`config.mk`:
```
export PLATFORM = sky130hd
export DESIGN_NAME = hex_ascii_frame_encoder_unit_flat
export DESIGN_NICKNAME = d
export VERILOG_FILES = /design/src/hdl/haf_pkg.sv /design/src/hdl/haf_in_if.sv /design/src/hdl/haf_out_if.sv /design/src/hdl/hex_ascii_frame_encoder_unit.sv /design/src/flat_wrapper.sv
export SDC_FILE = /design/constraint.sdc
export NUM_CORES = 1
export LEC_CHECK = 0
export ABC_AREA = 1
export BUFFER_PORTS_ARGS = -buffer_cell sky130_fd_sc_hd__clkbuf_2
export CAP_MARGIN = 20
export CORE_MARGIN = 2
export CORE_UTILIZATION = 55
export DETAILED_ROUTE_END_ITERATION = 12
export PLACE_DENSITY = 0.75
export RECOVER_POWER = 25
export SETUP_SLACK_MARGIN = 0.05
export SYNTH_ARGS = -nofsm -noshare
export SYNTH_HDL_FRONTEND = slang
export SYNTH_SLANG_ARGS = --single-unit
```
`constraint.sdc`:
```
create_clock -name clk -period 5.79 [get_ports clk]
set_input_delay 0.8685 -clock clk [delete_from_list [all_inputs] [get_ports clk]]
set_output_delay 0.8685 -clock clk [all_outputs]
set_load 0.05 [all_outputs]
```
`src/hdl/haf_pkg.sv`:
```
package haf_pkg;

  localparam int unsigned BYTE_W  = 8;
  localparam int unsigned COUNT_W = 11;
  localparam int unsigned CHAR_W  = 7;
  localparam int unsigned SUM_W   = 16;
  localparam int unsigned SLOT_W  = 5;
  localparam int unsigned CFG_IDX_W = 2;

  localparam logic [CHAR_W-1:0] START_CHAR = 7'h7E;
  localparam logic [CHAR_W-1:0] END_CHAR   = 7'h0D;

  // register indexes on the config port
  localparam logic [CFG_IDX_W-1:0] CFG_VERSION = 2'd0;
  localparam logic [CFG_IDX_W-1:0] CFG_ADDRESS = 2'd1;
  localparam logic [CFG_IDX_W-1:0] CFG_CLASS   = 2'd2;
  localparam logic [CFG_IDX_W-1:0] CFG_RETCODE = 2'd3;

  localparam logic [BYTE_W-1:0] VERSION_RST = 8'd32;
  localparam logic [BYTE_W-1:0] ADDRESS_RST = 8'd2;
  localparam logic [BYTE_W-1:0] CLASS_RST   = 8'd70;
  localparam logic [BYTE_W-1:0] RETCODE_RST = 8'd0;

  // character slots of a frame; each field starts at the named slot
  localparam logic [SLOT_W-1:0] SLOT_SOF   = 5'd0;
  localparam logic [SLOT_W-1:0] SLOT_VER   = 5'd1;
  localparam logic [SLOT_W-1:0] SLOT_ADDR  = 5'd3;
  localparam logic [SLOT_W-1:0] SLOT_CLASS = 5'd5;
  localparam logic [SLOT_W-1:0] SLOT_RET   = 5'd7;
  localparam logic [SLOT_W-1:0] SLOT_LEN   = 5'd9;
  localparam logic [SLOT_W-1:0] SLOT_DATA  = 5'd13;
  localparam logic [SLOT_W-1:0] SLOT_CHK   = 5'd15;
  localparam logic [SLOT_W-1:0] SLOT_EOF   = 5'd19;

  function automatic logic [CHAR_W-1:0] hex_char(input logic [3:0] nib);
    logic [CHAR_W-1:0] c;
    if (nib < 4'd10) begin
      c = 7'h30 + {3'b000, nib};
    end else begin
      c = 7'h37 + {3'b000, nib};
    end
    return c;
  endfunction

endpackage

```
`src/hdl/haf_in_if.sv`:
```
interface haf_in_if import haf_pkg::*; ();
  logic               valid;
  logic               ready;
  logic [BYTE_W-1:0]  payload_byte;
  logic [COUNT_W-1:0] byte_count;
  logic               final_byte;

  modport source (output valid, payload_byte, byte_count, final_byte, input ready);
  modport sink   (input valid, payload_byte, byte_count, final_byte, output ready);
endinterface

```
`src/hdl/haf_out_if.sv`:
```
interface haf_out_if import haf_pkg::*; ();
  logic              valid;
  logic              ready;
  logic [CHAR_W-1:0] out_char;
  logic              frame_end;

  modport source (output valid, out_char, frame_end, input ready);
  modport sink   (input valid, out_char, frame_end, output ready);
endinterface

```
`src/hdl/hex_ascii_frame_encoder_unit.sv`:
```
// Hex-ASCII frame encoder. Each request on in_ch carries one binary payload
// byte; out_ch gives the ASCII characters of the frame, one per cycle while
// out_ch.ready does not stall it. The first byte of a frame opens it with
// 0x7E, the four header bytes from the config registers (version, address,
// device class, return code) as hex pairs, and a 4-char length field
// (2*byte_count with a check nibble on top). Every byte then goes out as two
// uppercase hex chars, high nibble first. A request with final_byte set
// closes the frame with the 16-bit two's complement checksum of all chars
// after 0x7E (four hex chars) and 0x0D, flagged by frame_end. byte_count is
// sampled only on the first byte of a frame and is not checked against the
// bytes that follow. A request yields two characters mid-frame, fifteen when
// it opens a frame, seven when it closes one, and twenty for a single-byte
// frame. The next request is taken in the cycle its predecessor's last
// character moves into the output register, so back-to-back requests leave
// no bubble. Config writes are only legal while the block is idle.
module hex_ascii_frame_encoder_unit import haf_pkg::*; (
  input  logic                 clk,
  input  logic                 rst_n,
  input  logic                 cfg_we,
  input  logic [CFG_IDX_W-1:0] cfg_idx,
  input  logic [BYTE_W-1:0]    cfg_wdata,
  haf_in_if.sink               in_ch,
  haf_out_if.source            out_ch
);

  // config registers
  logic [BYTE_W-1:0] version_r, address_r, class_r, retcode_r;

  // frame tracking
  logic inside_frame_r;

  // current request being serialized
  logic               cur_valid_r;
  logic [SLOT_W-1:0]  slot_r;
  logic [BYTE_W-1:0]  cur_byte_r;
  logic [COUNT_W-1:0] cur_count_r;
  logic               cur_last_r;

  // checksum accumulator over the chars between the start char and the checksum
  logic [SUM_W-1:0] sum_r, sum_nxt;

  // output register
  logic              out_valid_r;
  logic [CHAR_W-1:0] out_char_r;
  logic              out_end_r;

  logic              advance;
  logic              cur_done;
  logic              accept;
  logic [SLOT_W-1:0] end_slot;
  logic [CHAR_W-1:0] char_nxt;
  logic [3:0]        nib;
  logic [11:0]       lenid;
  logic [3:0]        lchk;
  logic [SUM_W-1:0]  len_word;
  logic [SUM_W-1:0]  chk_word;
  logic              summed;

  assign advance  = !out_valid_r || out_ch.ready;
  assign end_slot = cur_last_r ? SLOT_EOF : (SLOT_DATA + 5'd1);
  assign cur_done = advance && (slot_r == end_slot);
  assign in_ch.ready = !cur_valid_r || cur_done;
  assign accept   = in_ch.valid && in_ch.ready;

  // length field: LENID = 2*count (12 bits), check nibble = -(nibble sum)
  assign lenid    = {cur_count_r, 1'b0};
  assign lchk     = 4'd0 - (lenid[11:8] + lenid[7:4] + lenid[3:0]);
  assign len_word = {lchk, lenid};
  assign chk_word = '0 - sum_r;

  // character for the current slot
  always_comb begin
    nib = 4'd0;
    case (slot_r)
      SLOT_VER:           nib = version_r[7:4];
      SLOT_VER + 5'd1:    nib = version_r[3:0];
      SLOT_ADDR:          nib = address_r[7:4];
      SLOT_ADDR + 5'd1:   nib = address_r[3:0];
      SLOT_CLASS:         nib = class_r[7:4];
      SLOT_CLASS + 5'd1:  nib = class_r[3:0];
      SLOT_RET:           nib = retcode_r[7:4];
      SLOT_RET + 5'd1:    nib = retcode_r[3:0];
      SLOT_LEN:           nib = len_word[15:12];
      SLOT_LEN + 5'd1:    nib = len_word[11:8];
      SLOT_LEN + 5'd2:    nib = len_word[7:4];
      SLOT_LEN + 5'd3:    nib = len_word[3:0];
      SLOT_DATA:          nib = cur_byte_r[7:4];
      SLOT_DATA + 5'd1:   nib = cur_byte_r[3:0];
      SLOT_CHK:           nib = chk_word[15:12];
      SLOT_CHK + 5'd1:    nib = chk_word[11:8];
      SLOT_CHK + 5'd2:    nib = chk_word[7:4];
      SLOT_CHK + 5'd3:    nib = chk_word[3:0];
      default:            nib = 4'd0;
    endcase
    if (slot_r == SLOT_SOF) begin
      char_nxt = START_CHAR;
    end else if (slot_r == SLOT_EOF) begin
      char_nxt = END_CHAR;
    end else begin
      char_nxt = hex_char(nib);
    end
  end

  // header, length and data chars feed the checksum
  assign summed  = (slot_r >= SLOT_VER) && (slot_r < SLOT_CHK);
  assign sum_nxt = (slot_r == SLOT_SOF) ? '0 :
                   summed ? (sum_r + {{(SUM_W-CHAR_W){1'b0}}, char_nxt}) : sum_r;

  always_ff @(posedge clk) begin
    if (!rst_n) begin
      version_r      <= VERSION_RST;
      address_r      <= ADDRESS_RST;
      class_r        <= CLASS_RST;
      retcode_r      <= RETCODE_RST;
      inside_frame_r <= 1'b0;
      cur_valid_r    <= 1'b0;
      slot_r         <= SLOT_SOF;
      sum_r          <= '0;
      out_valid_r    <= 1'b0;
    end else begin
      if (cfg_we) begin
        unique case (cfg_idx)
          CFG_VERSION: version_r <= cfg_wdata;
          CFG_ADDRESS: address_r <= cfg_wdata;
          CFG_CLASS:   class_r   <= cfg_wdata;
          CFG_RETCODE: retcode_r <= cfg_wdata;
        endcase
      end

      if (advance) begin
        out_valid_r <= cur_valid_r;
      end
      if (advance && cur_valid_r) begin
        sum_r <= sum_nxt;
        if (!cur_done) begin
          slot_r <= slot_r + 5'd1;
        end
      end

      if (accept) begin
        cur_valid_r    <= 1'b1;
        slot_r         <= inside_frame_r ? SLOT_DATA : SLOT_SOF;
        inside_frame_r <= !in_ch.final_byte;
      end else if (cur_done) begin
        cur_valid_r <= 1'b0;
      end
    end
  end

  // payload and output char registers
  always_ff @(posedge clk) begin
    if (accept) begin
      cur_byte_r <= in_ch.payload_byte;
      cur_last_r <= in_ch.final_byte;
      if (!inside_frame_r) begin
        cur_count_r <= in_ch.byte_count;
      end
    end
    if (advance) begin
      out_char_r <= char_nxt;
      out_end_r  <= cur_valid_r && (slot_r == SLOT_EOF);
    end
  end

  assign out_ch.valid     = out_valid_r;
  assign out_ch.out_char  = out_char_r;
  assign out_ch.frame_end = out_end_r;

`ifndef SYNTHESIS
  a_slot_range: assert property (@(posedge clk) disable iff (!rst_n)
    cur_valid_r |-> (slot_r <= SLOT_EOF))
    else $error("slot counter out of range");

  a_end_char: assert property (@(posedge clk) disable iff (!rst_n)
    (out_valid_r && out_end_r) |-> (out_char_r == END_CHAR))
    else $error("frame_end on a char other than 0x0D");

  a_sum_clear: assert property (@(posedge clk) disable iff (!rst_n)
    (advance && cur_valid_r && (slot_r == SLOT_SOF)) |=> (sum_r == '0))
    else $error("checksum not cleared at frame start");

  a_trailer_last: assert property (@(posedge clk) disable iff (!rst_n)
    (cur_valid_r && (slot_r >= SLOT_CHK)) |-> (cur_last_r && !inside_frame_r))
    else $error("trailer emitted on a non-final request");
`endif

endmodule

```
`src/flat_wrapper.sv`:
```
// flat-port wrapper written by rule: the top's interface ports become plain ports
module hex_ascii_frame_encoder_unit_flat import haf_pkg::*;
  (clk, rst_n, cfg_we, cfg_idx, cfg_wdata, in_ch_valid, in_ch_payload_byte, in_ch_byte_count, in_ch_final_byte, in_ch_ready, out_ch_valid, out_ch_out_char, out_ch_frame_end, out_ch_ready);
  haf_in_if in_ch_i ();
  haf_out_if out_ch_i ();
  input  logic clk;
  input  logic rst_n;
  input  logic cfg_we;
  input  logic [CFG_IDX_W-1:0] cfg_idx;
  input  logic [BYTE_W-1:0] cfg_wdata;
  input wire logic [$bits(in_ch_i.valid)-1:0] in_ch_valid;
  input wire logic [$bits(in_ch_i.payload_byte)-1:0] in_ch_payload_byte;
  input wire logic [$bits(in_ch_i.byte_count)-1:0] in_ch_byte_count;
  input wire logic [$bits(in_ch_i.final_byte)-1:0] in_ch_final_byte;
  output wire logic [$bits(in_ch_i.ready)-1:0] in_ch_ready;
  output wire logic [$bits(out_ch_i.valid)-1:0] out_ch_valid;
  output wire logic [$bits(out_ch_i.out_char)-1:0] out_ch_out_char;
  output wire logic [$bits(out_ch_i.frame_end)-1:0] out_ch_frame_end;
  input wire logic [$bits(out_ch_i.ready)-1:0] out_ch_ready;
  assign in_ch_i.valid = in_ch_valid;
  assign in_ch_i.payload_byte = in_ch_payload_byte;
  assign in_ch_i.byte_count = in_ch_byte_count;
  assign in_ch_i.final_byte = in_ch_final_byte;
  assign in_ch_ready = in_ch_i.ready;
  assign out_ch_valid = out_ch_i.valid;
  assign out_ch_out_char = out_ch_i.out_char;
  assign out_ch_frame_end = out_ch_i.frame_end;
  assign out_ch_i.ready = out_ch_ready;
  hex_ascii_frame_encoder_unit u_core (.clk(clk), .rst_n(rst_n), .cfg_we(cfg_we), .cfg_idx(cfg_idx), .cfg_wdata(cfg_wdata), .in_ch(in_ch_i), .out_ch(out_ch_i));
endmodule
```
==> flow_summary.toml, run 1 <==
[outcome]
status = "finished clean"

[yosys]
synthCells = 689
syn_area_um2 = 4950
avgSynthCellArea_um2 = 7.19
ys_ff_latch = 84
synth_nets = 748
yosysUniqueCellTypes = 42
async_reset_ff_share_pct = 0
yosysWarnings = 0
ys_seq_area_share_pct = 39.6
yosys_most_used_dff = "dfxtp_1"
synth.area.top_cells = "dfxtp_1, edfxtp_1, nand2_1"
synth_top_cell_area_share_pct = 22.6
synth-edff-count = 28
yosysTopAreaCell = "dfxtp_1"

[sta]
hold_viol = 0
fin_crit_ns = 4.94
setup_tns_ns = 0
whs_ns = 0.467
rsz0062_at_grt = "false"
skew_ns = 0.0131
finalSetupViolCount = 0
maxSlewViolCount = 0
worst_pin_slew_ns = 1.48
max_freq_ghz = 0.202
slew_headroom_pct = 1.50
period_share_pct = 85.4

[drt]
route.detailed.drc = 0
routed_via_density = 5.53
num_vias = 4686
avgRoutedWirePerCell_um = 15.0
wirelength_mm = 12.7
drt_iter0_drc = 248
first_pass_iters = 5
postRouteAntennaNets = 0

[clock_tree]
numCtsBuffers = 9
clk_pin_slew_ns = 0.10
cts_buffer_depth = 2
cts_root_buf = "clkbuf_8"
htreeDepth = 3
postCtsHoldBufs = 0
cts_num_sinks = 84
clock_latency_ns = 0.37
cts.repair.resized = 0
cts_setup_buffers = 0
cts_tree = "built"

[cells_and_area]
drive_gt1_share_pct = 13.4
final_common_cell = "nand2_1"
n_antenna_cell = 0
n_fill_cell = 783
syn_to_final_growth_pct = 10.1
nNetsFinal = 793
final_cell_mix = "nand2_1, nor2_1, inv_1, nand3_1, dfxtp_1"

[critical_path]
reg2reg_from = "u_core.cur_count_r[5]$_DFFE_PP_"
crit_arrival_ns = 5.21
cpPeakStageDelay_ns = 0.45
cp_common_cell = "nand2_1"
reg2reg_depth = 31
critPathKind = "reg2reg"
cp_max_fo = 4
cp.required_ns = 6.06
crit_path_end_kind = "flip-flop"
r2r_end = "u_core.sum_r[12]$_SDFFE_PN0P_"
cp_slowest_cell = "fa_1"
crit_path_start_kind = "flip-flop"
rrSetupSlack_ns = 0.85

[global_routing]
globalRouteOverflowTotal = 0
grt_pass1_wl_mm = 21.3
grt_pass1_vias = 4470
grtUsageTotal_pct = 27.2
grt_start_max_net_pins = 37
antenna_found_initial = 0

[power]
vdd_drop_max_mv = 0.148
power_density_nw_per_um2 = 264
cellLeakagePower_nw = 2.58

[hold_path]
min_path_cells = 2
min_to = "u_core.retcode_r[4]$_SDFFE_PN0P_"
min-delay-start = "u_core.retcode_r[4]$_SDFFE_PN0P_"
hp-class = "reg2reg"

[floorplan]
io_pins = 45
fp.dieArea_um2 = 9780
die_w_um = 98.9
coreArea_um2 = 8720
die-height_um = 98.9
start_util_pct = 56.8
num_rows = 34

[run]
cap_violations = 0

[place]
gp_congestion = 0.913
place_hpwl_mm = 9.84
portBuffers = 44
[synth_stat cells (all sizes together), types with 4 or more instances]
cell	number
a21oi	37
buf	4
clkbuf	6
dfxtp	56
edfxtp	28
ha	21
inv	83
nand2	173
nand3	72
nand4	14
nor2	112
nor3	7
o21ai	46
[through the flow]
| stage | worst slack [ns] | total power [mW] | instance area (um2) | cells | util (%) |
|---|---|---|---|---|---|
| 3_3_place_gp | 1.10 | 1.01 | 5250 | 831 | 60.2 |
| 5_1_grt | 0.421 | 1.52 | 5450 | 847 | 62.5 |
| 4_1_cts | 0.918 | 1.44 | 5460 | 847 | 62.6 |
| 6_report | 0.848 | 1.44 | 5450 | 847 | 62.5 |
| 3_5_place_dp | 0.946 | 1.02 | 5250 | 831 | 60.2 |
| 2_1_floorplan | 1.43 | 0.931 | 4950 | 689 | - |
[critical path: cells and delay by family (launching register included)]
family | cells | cell delay, ns
adder cells (fa/ha/maj) | 5 | 1.76
AND/OR/NAND/NOR | 17 | 1.66
AO/OA/AOI/OAI | 5 | 0.74
flip-flops | 1 | 0.39
buffers and inverters | 4 | 0.29
[state kept, by name (all words and copies together) (netlist names), 5 cells and up]
| register | cells |
|---|---|
| u_core.address_r | 8 |
| u_core.class_r | 8 |
| u_core.cur_byte_r | 8 |
| u_core.cur_count_r | 11 |
| u_core.out_ch.out_char | 7 |
| u_core.retcode_r | 8 |
| u_core.slot_r | 5 |
| u_core.sum_r | 16 |
| u_core.version_r | 8 |
[worst max path at each step]
stage / slack, ns / start / end / cells after the start
6_report: 0.85 / u_core.cur_count_r[5]$_DFFE_PP_ / u_core.sum_r[12]$_SDFFE_PN0P_ / 31
2_1_floorplan: 1.43 / u_core.cur_count_r[5]$_DFFE_PP_ / u_core.sum_r[12]$_SDFFE_PN0P_ / 31
3_3_place_gp: 1.10 / u_core.cur_count_r[5]$_DFFE_PP_ / u_core.sum_r[12]$_SDFFE_PN0P_ / 31
3_5_place_dp: 0.95 / u_core.cur_count_r[5]$_DFFE_PP_ / u_core.sum_r[12]$_SDFFE_PN0P_ / 31
5_1_grt: 0.42 / u_core.cur_count_r[9]$_DFFE_PP_ / u_core.sum_r[12]$_SDFFE_PN0P_ / 31
4_1_cts: 0.92 / u_core.cur_count_r[5]$_DFFE_PP_ / u_core.sum_r[12]$_SDFFE_PN0P_ / 31
[cells by family (layout without fill, tap and decap cells)]
group           count (synthesis)  in the layout  share of synthesized area (%)
simple gates                  388            388                           35.3
buf+inv                        96            146                           7.86
compound gates                 93             93                           10.0
flops                          84             84                           39.6
fa+ha+maj                      24             24                           6.52
xor+xnor                        4              4                          0.707
[area by class of cell]
cell class                      instances  area, um2  share of cell area [%]
Clock buffer                           11        163                    2.98
Inverter                               86        334                    6.13
Tap cell                              108        135                    2.48
Multi-Input combinational cell        509       2600                    47.7
Sequential cell                        84       1960                    36.0
Clock inverter                          5       40.0                   0.734
Timing Repair Buffer                   44        218                    3.99
[layer usage]
layer | routed length, um | global-route usage, %
met1 | 5480 | 34.2
met2 | 6110 | 45.6
met3 | 802 | 5.53
met4 | 289 | 10.9
met5 | 0 | 0
[report_power, final]
part	leakage, nW	internal [mW]	switching, mW
registers	0.725	0.647	0.0257
clock network	0.107	0.199	0.232
logic	1.74	0.107	0.230
total	2.58	0.954	0.488
No activity file was read; power rests on OpenSTA's default activity.
==> run 2: changes to the inputs <==
==> constraint.sdc (replaced) <==
create_clock -name clk -period 5.79 [get_ports clk]
set_input_delay 1.158 -clock clk [delete_from_list [all_inputs] [get_ports clk]]
set_output_delay 1.158 -clock clk [all_outputs]
set_load 0.05 [all_outputs]
==> run 2 against run 1 <==
Effect of this change: the flow now finishes with violations (capacitance limit); maximum frequency up 1.3%; global-route usage is the same; largest power group unchanged; highest routed layer unchanged; die area did not move; sequential share of layout area barely moved; power down 0.20%; non-clock buffer count is the same; via count down 0.83%.
==> flow_summary.toml, run 2 (synthesis results as in run 1) <==
[power]
total_power_mw = 1.44
power_switching_uw = 485
cellLeakagePower_nw = 2.57
pwr-share-seq_pct = 46.8
power_density_nw_per_um2 = 264
p_sw_share_pct = 33.7
vdd_drop_max_mv = 0.148
pwr-share-clk_pct = 29.9
p_comb_share_pct = 23.3
internal-power_uw = 953

[drt]
num_vias = 4647
postRouteAntennaNets = 0
route.detailed.drc = 0
first_pass_iters = 5
routed_via_density = 5.49
drt_iter0_drc = 226
wirelength_mm = 12.6
avgRoutedWirePerCell_um = 14.9

[clock_tree]
cts_root_buf = "clkbuf_8"
htreeDepth = 3
postCtsHoldBufs = 0
cts_num_sinks = 84
clk_pin_slew_ns = 0.09
cts_setup_buffers = 0
cts.repair.resized = 0
clock_latency_ns = 0.37
cts_tree = "built"
cts_buffer_depth = 2
numCtsBuffers = 9

[sta]
rsz0062_at_grt = "false"
skew_ns = 0.0125
setup_tns_ns = 0
layout_setup_ws_ns = 0.910
maxSlewViolCount = 0
max_freq_ghz = 0.205
period_share_pct = 84.3
hold_viol = 0
fin_crit_ns = 4.88
worst_pin_slew_ns = 1.49
finalSetupViolCount = 0
slew_headroom_pct = 0.571

[critical_path]
critPathKind = "reg2reg"
path_buf_inv = 4
cp_common_cell = "nand2_1"
cp_slowest_cell = "fa_1"
cp_max_fo = 4
cpPeakStageDelay_ns = 0.45
crit_start = "u_core.cur_count_r[5]$_DFFE_PP_"
crit_path_start_kind = "flip-flop"
crit_arrival_ns = 5.15
reg2reg_from = "u_core.cur_count_r[5]$_DFFE_PP_"
cp.required_ns = 6.06
cp_top_family = "adder cells"
crit_path_end_kind = "flip-flop"

[cells_and_area]
nNetsFinal = 793
largest-register = "u_core.sum_r"
final_cell_mix = "nand2_1, nor2_1, inv_1, nand3_1, dfxtp_1"
reg_top3 = "u_core.sum_r: 16 flops, u_core.cur_count_r: 11 flops"
largest_reg_flops = 16
final_common_cell = "nand2_1"
fin_area_um2 = 5450
finish.utilization_pct = 62.5
n_antenna_cell = 0
syn_to_final_growth_pct = 9.95
drive_gt1_share_pct = 13.3

[outcome]
status = "finished, violations left"
violations = "capacitance limit"

[floorplan]
start_util_pct = 56.8
die-height_um = 98.9
coreArea_um2 = 8720
fp.dieArea_um2 = 9780
num_rows = 34
io_pins = 45
die_w_um = 98.9

[run]
cap_violations = 1

[place]
gp_congestion = 0.913
portBuffers = 44
dp_slack_ns = 0.946
place_hpwl_mm = 9.84
place_area_um2 = 5250

[global_routing]
grt_pass1_vias = 4470
globalRouteOverflowTotal = 0
grt_pass1_wl_mm = 21.3
grt_start_max_net_pins = 37
grtUsageTotal_pct = 27.2
antenna_found_initial = 0

[hold_path]
min-delay-start = "u_core.retcode_r[6]$_SDFFE_PN0P_"
hp-class = "reg2reg"
[run 2: final timing paths]
path                            slack [ns]                          endpoint  cells after the start
worst min-delay path                  0.47  u_core.retcode_r[6]$_SDFFE_PN0P_                      2
worst max-delay path                  0.91     u_core.sum_r[12]$_SDFFE_PN0P_                     31
worst min register to register        0.47  u_core.retcode_r[6]$_SDFFE_PN0P_                      2
worst max register to register        0.91     u_core.sum_r[12]$_SDFFE_PN0P_                     31
[run 2: area by class of cell]
class | count | area [um2]
Clock buffer | 11 | 163
Clock inverter | 5 | 40.0
Fill cell | 785 | 3270
Inverter | 86 | 334
Multi-Input combinational cell | 509 | 2590
Sequential cell | 84 | 1960
Tap cell | 108 | 135
Timing Repair Buffer | 44 | 218
[run 2: power by group through the flow]
| stage | combinational [mW] | sequential [mW] | clock (mW) |
|---|---|---|---|
| after detailed placement | 0.332 | 0.687 | 0 |
| after global placement | 0.324 | 0.686 | 0 |
| final | 0.335 | 0.673 | 0.430 |
| after CTS | 0.334 | 0.673 | 0.435 |
| after global routing | 0.381 | 0.678 | 0.459 |
| after floorplan | 0.227 | 0.704 | 0 |
[run 2: through the flow]
step | hold WS [ns] | instances
2_1_floorplan | 0.424 | 689
4_1_cts | 0.467 | 847
5_1_grt | 0.490 | 847
6_report | 0.466 | 847
3_3_place_gp | 0.440 | 831
3_5_place_dp | 0.452 | 831
[run 2: worst min-delay path, stage by stage, from the launching register on]
cell     delay (ns)
dfxtp_1        0.31
inv_1          0.06
a21oi_1        0.06
[run 2: routing by layer]
layer	GRT usage (%)	part of all wire, %	routed length (um)
met2	45.6	48	6090
met4	10.9	2.3	286
met3	5.53	6.0	761
met1	34.2	43	5500
met5	0	0	0
